**src/rtl/core/ctb_pkg.sv**
```systemverilog
// Shared constants and types for the clipped transparent blitter.
package ctb_pkg;

  localparam int MAX_DIM = 256;
  localparam int POS_W   = $clog2(MAX_DIM);
  localparam int DIM_W   = POS_W + 1;
  localparam int CODE_W  = 8;
  localparam int GLYPH_W = 8;
  localparam int ADDR_W  = 16;
  localparam int OCODE_W = 7;

  localparam int IN_TDATA_W  = CODE_W + GLYPH_W;
  localparam int OUT_FIELD_W = ADDR_W + OCODE_W + GLYPH_W;
  localparam int OUT_TDATA_W = ((OUT_FIELD_W + 7) / 8) * 8;

  localparam int CFG_IDX_W = 3;

  localparam logic [CFG_IDX_W-1:0] REG_SRC_WIDTH  = 3'd0;
  localparam logic [CFG_IDX_W-1:0] REG_SRC_HEIGHT = 3'd1;
  localparam logic [CFG_IDX_W-1:0] REG_DST_WIDTH  = 3'd2;
  localparam logic [CFG_IDX_W-1:0] REG_DST_HEIGHT = 3'd3;
  localparam logic [CFG_IDX_W-1:0] REG_X_OFFSET   = 3'd4;
  localparam logic [CFG_IDX_W-1:0] REG_Y_OFFSET   = 3'd5;

  typedef struct packed {
    logic [DIM_W-1:0] sw;
    logic [DIM_W-1:0] sh;
    logic [DIM_W-1:0] dw;
    logic [DIM_W-1:0] dh;
    logic [POS_W-1:0] xo;
    logic [POS_W-1:0] yo;
    logic             frame_ok;
  } cfg_t;

  typedef struct packed {
    logic [CODE_W-1:0]  code;
    logic [GLYPH_W-1:0] glyph;
    logic [POS_W-1:0]   col;
    logic [POS_W-1:0]   row;
  } item_t;

endpackage

```
**src/rtl/core/ctb_cfg_regs.sv**
```systemverilog
// Configuration register file with size clamping and frame range check.
module ctb_cfg_regs (
  input  logic                          clk,
  input  logic                          rst_n,
  input  logic                          cfg_we,
  input  logic [ctb_pkg::CFG_IDX_W-1:0] cfg_index,
  input  logic [ctb_pkg::DIM_W-1:0]     cfg_wdata,
  output ctb_pkg::cfg_t                 cfg
);
  import ctb_pkg::*;

  logic [DIM_W-1:0] src_w_r, src_h_r, dst_w_r, dst_h_r, x_off_r, y_off_r;
  logic [DIM_W-1:0] dw_c, dh_c;

  always_ff @(posedge clk) begin
    if (!rst_n) begin
      src_w_r <= DIM_W'(1);
      src_h_r <= DIM_W'(1);
      dst_w_r <= DIM_W'(1);
      dst_h_r <= DIM_W'(1);
      x_off_r <= '0;
      y_off_r <= '0;
    end else if (cfg_we) begin
      unique case (cfg_index)
        REG_SRC_WIDTH:  src_w_r <= cfg_wdata;
        REG_SRC_HEIGHT: src_h_r <= cfg_wdata;
        REG_DST_WIDTH:  dst_w_r <= cfg_wdata;
        REG_DST_HEIGHT: dst_h_r <= cfg_wdata;
        REG_X_OFFSET:   x_off_r <= cfg_wdata;
        REG_Y_OFFSET:   y_off_r <= cfg_wdata;
        default: ;
      endcase
    end
  end

  function automatic logic [DIM_W-1:0] clamp_dim(input logic [DIM_W-1:0] v,
                                                 input logic zero_as_one);
    logic [DIM_W-1:0] r;
    if (v == '0 && zero_as_one) r = DIM_W'(1);
    else if (v > DIM_W'(MAX_DIM)) r = DIM_W'(MAX_DIM);
    else r = v;
    return r;
  endfunction

  assign dw_c = clamp_dim(dst_w_r, 1'b0);
  assign dh_c = clamp_dim(dst_h_r, 1'b0);

  assign cfg.sw = clamp_dim(src_w_r, 1'b1);
  assign cfg.sh = clamp_dim(src_h_r, 1'b1);
  assign cfg.dw = dw_c;
  assign cfg.dh = dh_c;
  assign cfg.xo = x_off_r[POS_W-1:0];
  assign cfg.yo = y_off_r[POS_W-1:0];
  assign cfg.frame_ok = !x_off_r[DIM_W-1] && (x_off_r < dw_c) &&
                        !y_off_r[DIM_W-1] && (y_off_r < dh_c);

endmodule

```
**src/rtl/core/ctb_pos_ctr.sv**
```systemverilog
// Source column and row counter, wrapping at the source size.
module ctb_pos_ctr (
  input  logic                      clk,
  input  logic                      rst_n,
  input  logic                      adv,
  input  logic [ctb_pkg::DIM_W-1:0] sw,
  input  logic [ctb_pkg::DIM_W-1:0] sh,
  output logic [ctb_pkg::POS_W-1:0] col,
  output logic [ctb_pkg::POS_W-1:0] row
);
  import ctb_pkg::*;

  logic [POS_W-1:0] col_r, col_nxt, row_r, row_nxt;
  logic [DIM_W-1:0] col_inc, row_inc;

  assign col_inc = {1'b0, col_r} + DIM_W'(1);
  assign row_inc = {1'b0, row_r} + DIM_W'(1);

  always_comb begin
    col_nxt = col_r;
    row_nxt = row_r;
    if (adv) begin
      if (col_inc >= sw) begin
        col_nxt = '0;
        row_nxt = (row_inc >= sh) ? '0 : row_inc[POS_W-1:0];
      end else begin
        col_nxt = col_inc[POS_W-1:0];
      end
    end
  end

  always_ff @(posedge clk) begin
    if (!rst_n) begin
      col_r <= '0;
      row_r <= '0;
    end else begin
      col_r <= col_nxt;
      row_r <= row_nxt;
    end
  end

  assign col = col_r;
  assign row = row_r;

endmodule

```
**src/rtl/core/ctb_clip_stage.sv**
```systemverilog
// Clip, color key and address compute feeding the result register.
module ctb_clip_stage (
  input  logic                            clk,
  input  logic                            rst_n,
  input  ctb_pkg::cfg_t                   cfg,
  input  ctb_pkg::item_t                  item,
  input  logic                            item_vld,
  output logic                            item_rdy,
  output logic                            out_tvalid,
  input  logic                            out_tready,
  output logic [ctb_pkg::OUT_TDATA_W-1:0] out_tdata
);
  import ctb_pkg::*;

  localparam int MUL_W = POS_W + DIM_W + 1;

  logic [DIM_W-1:0]   dx, dy;
  logic [MUL_W-1:0]   addr_full;
  logic               opaque, in_src, hit;
  logic               vld_r;
  logic [ADDR_W-1:0]  addr_r;
  logic [OCODE_W-1:0] code_r;
  logic [GLYPH_W-1:0] glyph_r;

  assign dx = {1'b0, cfg.xo} + {1'b0, item.col};
  assign dy = {1'b0, cfg.yo} + {1'b0, item.row};

  assign opaque = !item.code[CODE_W-1] && (item.code != '0);
  assign in_src = ({1'b0, item.col} < cfg.sw) && ({1'b0, item.row} < cfg.sh);
  assign hit    = cfg.frame_ok && in_src && opaque && (dx < cfg.dw) && (dy < cfg.dh);

  assign addr_full = MUL_W'(dy[POS_W-1:0]) * MUL_W'(cfg.dw) + MUL_W'(dx);

  assign item_rdy = !vld_r || out_tready;

  always_ff @(posedge clk) begin
    if (!rst_n) begin
      vld_r <= 1'b0;
    end else if (item_rdy) begin
      vld_r <= item_vld && hit;
    end
  end

  always_ff @(posedge clk) begin
    if (item_vld && item_rdy) begin
      addr_r  <= ADDR_W'(addr_full);
      code_r  <= item.code[OCODE_W-1:0];
      glyph_r <= item.glyph;
    end
  end

  assign out_tvalid = vld_r;
  assign out_tdata  = OUT_TDATA_W'({glyph_r, code_r, addr_r});

endmodule

```
**src/rtl/core/clipped_transparent_blitter.sv**
```systemverilog
// Top level of the clipped transparent blitter.
//
// Source cells enter on the in_ stream, one beat per cell in raster order
// over the whole source frame; the block tracks column and row itself.
// Each opaque cell (color code 1 to 127) that lands inside the
// destination, clipped at its right and bottom edges, leaves as one beat on
// the out_ stream carrying the linear destination address, color and glyph.
// Transparent or clipped cells produce no beat. An offset that is negative
// or at/past the destination size suppresses the whole frame.
// Registers are written through cfg_we/cfg_index/cfg_wdata; the user must write
// them only while idle, as the block itself does not enforce it. An input
// register and a result register lie between the streams. Throughput: one
// cell per cycle while out_tready is high; clip, key and address multiply-add
// sit in one stage. Reset clears the position to the top-left cell, the sizes
// to 1 and the offsets to 0. When out_tready is low the result holds and the
// input register still fills; in_tready drops only when both registers are full.
module clipped_transparent_blitter (
  input  logic                            clk,
  input  logic                            rst_n,
  input  logic                            in_tvalid,
  output logic                            in_tready,
  input  logic [ctb_pkg::IN_TDATA_W-1:0]  in_tdata,   // color_code, glyph
  output logic                            out_tvalid,
  input  logic                            out_tready,
  output logic [ctb_pkg::OUT_TDATA_W-1:0] out_tdata,  // write_address, out_color_code, out_glyph
  input  logic                            cfg_we,
  input  logic [ctb_pkg::CFG_IDX_W-1:0]   cfg_index,
  input  logic [ctb_pkg::DIM_W-1:0]       cfg_wdata
);
  import ctb_pkg::*;

  cfg_t             cfg;
  item_t            s1_r;
  logic             s1_vld_r;
  logic             s2_rdy;
  logic             in_beat;
  logic [POS_W-1:0] col, row;

  ctb_cfg_regs u_cfg (
    .clk       (clk),
    .rst_n     (rst_n),
    .cfg_we    (cfg_we),
    .cfg_index (cfg_index),
    .cfg_wdata (cfg_wdata),
    .cfg       (cfg)
  );

  ctb_pos_ctr u_pos (
    .clk   (clk),
    .rst_n (rst_n),
    .adv   (in_beat),
    .sw    (cfg.sw),
    .sh    (cfg.sh),
    .col   (col),
    .row   (row)
  );

  assign in_tready = !s1_vld_r || s2_rdy;
  assign in_beat   = in_tvalid && in_tready;

  always_ff @(posedge clk) begin
    if (!rst_n) begin
      s1_vld_r <= 1'b0;
    end else if (in_tready) begin
      s1_vld_r <= in_tvalid;
    end
  end

  always_ff @(posedge clk) begin
    if (in_beat) begin
      s1_r.code  <= in_tdata[CODE_W-1:0];
      s1_r.glyph <= in_tdata[CODE_W +: GLYPH_W];
      s1_r.col   <= col;
      s1_r.row   <= row;
    end
  end

  ctb_clip_stage u_clip (
    .clk        (clk),
    .rst_n      (rst_n),
    .cfg        (cfg),
    .item       (s1_r),
    .item_vld   (s1_vld_r),
    .item_rdy   (s2_rdy),
    .out_tvalid (out_tvalid),
    .out_tready (out_tready),
    .out_tdata  (out_tdata)
  );

  a_stall_only_when_full: assert property (@(posedge clk) disable iff (!rst_n)
    !in_tready |-> s1_vld_r && out_tvalid && !out_tready)
    else $error("input stalled while a stage had room");

  a_result_from_stage: assert property (@(posedge clk) disable iff (!rst_n)
    $rose(out_tvalid) |-> $past(s1_vld_r))
    else $error("result beat without a staged cell");

  a_opaque_only: assert property (@(posedge clk) disable iff (!rst_n)
    out_tvalid |-> out_tdata[ADDR_W +: OCODE_W] != '0)
    else $error("transparent cell emitted");

  a_stage_fill: assert property (@(posedge clk) disable iff (!rst_n)
    in_beat |=> s1_vld_r)
    else $error("accepted beat lost before the stage register");

endmodule

```
**config.mk**
```make
export PLATFORM = sky130hd
export DESIGN_NAME = clipped_transparent_blitter
export DESIGN_NICKNAME = d
export VERILOG_FILES = /design/src/rtl/core/ctb_pkg.sv /design/src/rtl/core/ctb_cfg_regs.sv /design/src/rtl/core/ctb_pos_ctr.sv /design/src/rtl/core/ctb_clip_stage.sv /design/src/rtl/core/clipped_transparent_blitter.sv
export SDC_FILE = /design/constraint.sdc
export NUM_CORES = 1
export LEC_CHECK = 0
export ABC_AREA = 1
export BUFFER_PORTS_ARGS = -buffer_cell sky130_fd_sc_hd__buf_2
export CAP_MARGIN = 20
export CORE_ASPECT_RATIO = 0.5
export CORE_UTILIZATION = 44
export DETAILED_ROUTE_END_ITERATION = 6
export PLACE_DENSITY = 0.61
export SLEW_MARGIN = 20
export SYNTH_ARGS = -nofsm -noshare
export SYNTH_HDL_FRONTEND = slang
export SYNTH_SLANG_ARGS = --single-unit
```
**constraint.sdc**
```tcl
create_clock -name clk -period 5.5 [get_ports clk]
set_input_delay 1.65 -clock clk [delete_from_list [all_inputs] [get_ports clk]]
set_output_delay 1.65 -clock clk [all_outputs]
set_load 0.03 [all_outputs]
```
==> results summary <==
Summed over all nets, wire length on met3 after detailed routing comes to 1040 µm. The number of max-slew violations in the final report is 0. The congestion estimate from routability-driven global placement came to 0.881. The cell area after placement is 10,400 µm². The worst hold-check slack came out at 0.418 ns. The clock transition at the registers of the reported paths came out at 0.06 ns. The via count of the first global-routing pass came out at 7,590. The via count came out at 7,792. The worst path uses 97.0% of the clock period.

The detailed placement HPWL is 18,200 µm. The vias per cell came out at 5.04. The tightest min-delay check is of the register to register type. For this run, the number of Yosys warnings is 0.

Wire segments on met2 add up to 10,700 µm in the final route. In the layout the commonest cells are nand2_1, nor2_1, inv_1. The width of the die came out at 211 µm.

By instance count, the cell type seen most on the critical path is inv_1. The layout-stage area growth over the synthesis result came out at 16.2%. The count of flip-flops with a built-in enable after synthesis is 63. Timing would allow up to 188 MHz.

The number of H-tree levels came out at 4. In this run, synthesis produced a sequential element count of 135. TritonCTS created 17 clock buffers. The clock period could shrink to 5.33 ns.

The count of nets left with antenna violations once routing finished came out at 0. The detailed router put a total of 11,700 µm of wire on met1. The netlist uses 50 different library cells. STA classifies the critical path startpoint as a register. During I/O placement, the number of pins put on the boundary was 67.

The total grt overflow came out at 0. Counting every instance in the synthesized netlist gives 1,139. The starting density of the core is 45.9%. The post-layout instance area came out at 11,200 µm².

For this run, asynchronously set or reset flops after synthesis account for 0%. Wires add up to 23,800 µm. Setup repair after global routing could not meet its margin everywhere. The placement row count came out at 37. The signal on the critical path passes through ha_2 -> inv_1 -> fa_2 -> nand3b_1 -> nand2_2 -> a21oi_4 -> o21bai_4 -> or2_4 -> nand2_4 -> nor2_1 -> fa_1 -> inv_1 -> fa_1 -> inv_1 -> fa_1 -> inv_1 -> fa_1 -> inv_1 -> ha_4 -> nand4_1 -> o311ai_2 -> inv_1 -> nand2_1 -> nand2_1.

The most used flip-flop cell after synthesis is dfxtp_1. The power density over cell area came out at 260 nW/µm². The worst-case setup slack after placement came out at -0.152 ns. The run finished with clean final reports.

The number of buffer cells added on primary ports came out at 65. The final hold violation count is 0. The most common cell after layout, fill and taps aside is nand2_1.

The insertion delay of the later-clocked pin in the worst-skew pair is 0.43 ns. In this design, the stage delay of the slowest critical-path cell is 0.53 ns. The setup violation total in the final timing report came out at 0. Measured against its own limit, the worst slew margin works out to 28.9%. The leakage power figure is 5.54 nW. The post-route netlist has 14.7% of its cells at a drive strength greater than 1.

For the pin with the worst max-slew slack, the measured transition is 1.07 ns. The share of the Yosys chip area taken by registers is 34.5%. The mean area per synthesized cell came out at 8.47 µm².

The violation count after the first detailed-route iteration is 558. The largest delay contributor family on the critical path is adder cells. Along the worst path, the maximum fanout reaches 7. After layout, the worst setup slack is 0.167 ns.

The floorplan step defined a die boundary enclosing 22,600 µm². STA classifies the critical path endpoint as a register. The pin count of the biggest net entering global routing is 57. The peak supply drop came out at 0.000136 V. The critical path is of the register to register type. The global-route wire length before repair is 37,800 µm. The number of diodes came out at 0. The worst setup skew after layout came out at 0.0139 ns.

The cell area after synthesis is 9650 µm². The layout net count came out at 1,443. The buffering stage count on the worst path with inverters included came out at 6.

Counting along the longest clock path gives a buffer depth of 2. In the final routed layout, each cell accounts on average for 15.4 µm. The clock tree from TritonCTS is done. The initial antenna violation count is 0. The core region is 21,000 µm².

The residual DRC count is 0. The data arrival time at the worst-slack endpoint came out at 5.52 ns. The global-route usage over all layers came out at 21.8%. In this run the vertical extent of the chip is 107 µm.

The worst endpoint required time is 5.68 ns. The detailed-routing iteration count for the pre-antenna-repair pass is 5. The count of max-cap constraint violations is 0. The tree is rooted in a clkbuf_16. Synthesis produced a netlist with a net count of 1,341. On the critical path, the stage with the largest delay is an instance of fa_1. The final core utilization came out at 53.4%. In this run the top signal layer used is met4. The clock net sink count came out at 135. The layout has 1,965 filler cells.
-- cell type report --
class                      count  area [µm²]  share of cell area [%]
clock buffer                  19         453                    4.04
sequential                   135        3330                    29.7
timing repair buffer          95         551                    4.91
clock inverter                13         110                   0.982
multi-input combinational    814        5730                    51.1
tap                          292         365                    3.26
inverter                     178         671                    5.98
-- synth_stat cells (2+ instances only) --
cell / number / area share, %
a21o_1: 4 / 0.31
a21oi_1: 70 / 3.6
a22oi_1: 2 / 0.16
and3_1: 2 / 0.13
buf_2: 2 / 0.10
buf_6: 2 / 0.23
clkbuf_1: 7 / 0.27
clkinv_1: 6 / 0.23
dfxtp_1: 72 / 15
edfxtp_1: 63 / 20
fa_1: 52 / 11
ha_1: 117 / 15
inv_1: 163 / 6.3
inv_2: 8 / 0.31
nand2_1: 209 / 8.1
nand2_2: 3 / 0.19
nand3_1: 31 / 1.6
nand3_2: 2 / 0.21
nand3b_1: 2 / 0.16
nand4_1: 8 / 0.52
nor2_1: 172 / 6.7
nor2_2: 3 / 0.19
nor2_4: 4 / 0.47
nor3_1: 3 / 0.16
nor3_4: 2 / 0.34
nor4_1: 3 / 0.19
o211ai_1: 5 / 0.39
o21a_1: 2 / 0.16
o21ai_0: 65 / 3.4
o21ai_1: 3 / 0.16
o21bai_1: 3 / 0.23
or2_2: 3 / 0.19
xnor2_1: 8 / 0.73
xor2_1: 22 / 2.0
-- metal layers --
| metal | track usage, % | up-vias |
|---|---|---|
| met5 | 0 | - |
| li1 | - | 3906 |
| met2 | 34.9 | 171 |
| met3 | 3.57 | 26 |
| met4 | 5.85 | 0 |
| met1 | 30.4 | 3689 |
-- power breakdown --
part | internal [mW] | switching (mW) | total (mW) | leakage (nW)
registers | 1.12 | 0.0332 | 1.15 | 1.20
logic | 0.241 | 0.415 | 0.655 | 4.06
clock network | 0.612 | 0.493 | 1.11 | 0.277
-- cells by family (layout without fill, tap and decap cells) --
logic type / after synthesis / count (layout) / share of synthesized area [%]
AO/OA/AOI/OAI: 162 / 162 / 9.37
XOR/XNOR: 31 / 31 / 2.89
adder cells (fa/ha/maj): 169 / 169 / 26.0
buffers and inverters: 190 / 305 / 7.64
flip-flops: 135 / 135 / 34.5
other: 1 / 1 / 0.0389
AND/OR/NAND/NOR: 451 / 451 / 19.6
-- final timing paths --
kind	cells past startpoint	end	slack, ns	start
worst max-delay path	24	u_clip.addr_r[15]	0.17	s1_r[0]
worst min-delay path	0	u_clip.glyph_r[7]	0.42	s1_r[23]
worst max register to register	24	u_clip.addr_r[15]	0.17	s1_r[0]
worst min register to register	0	u_clip.glyph_r[7]	0.42	s1_r[23]
-- metrics by stage --
stage          TNS [ns]  std cells  total power, mW
2_1_floorplan         0       1139             1.61
3_3_place_gp    -0.0322       1503             1.77
3_5_place_dp     -0.216       1503             1.79
4_1_cts               0       1540             2.90
5_1_grt          -0.121       1546             3.07
6_report              0       1546             2.91
-- registers in the layout (all words and copies together), names as in the netlist --
register	flops
u_cfg.dst_w_r	9
u_cfg.x_off_r	9
u_clip.out_tvalid	1
u_pos.row	8
u_clip.code_r	7
u_pos.col	8
u_clip.glyph_r	8
u_cfg.dst_h_r	9
u_clip.addr_r	16
u_cfg.y_off_r	9
u_cfg.src_w_r	9
s1_r	32
s1_vld_r	1
u_cfg.src_h_r	9
-- what timing repair did --
item	in CTS	in global routing
pin swaps	2	14
resized for setup	3	34
setup endpoints to repair	3	7
buffers inserted	5	6
hold buffers	0	0
-- worst register-to-register path: cells and delay by family, from the launching register on --
kind,cells,cell delay (ns)
fa+ha+maj,7,2.80
simple gates,8,0.90
compound gates,3,0.62
flops,1,0.41
buf+inv,6,0.36
No activity file was read; power rests on OpenSTA's default activity.
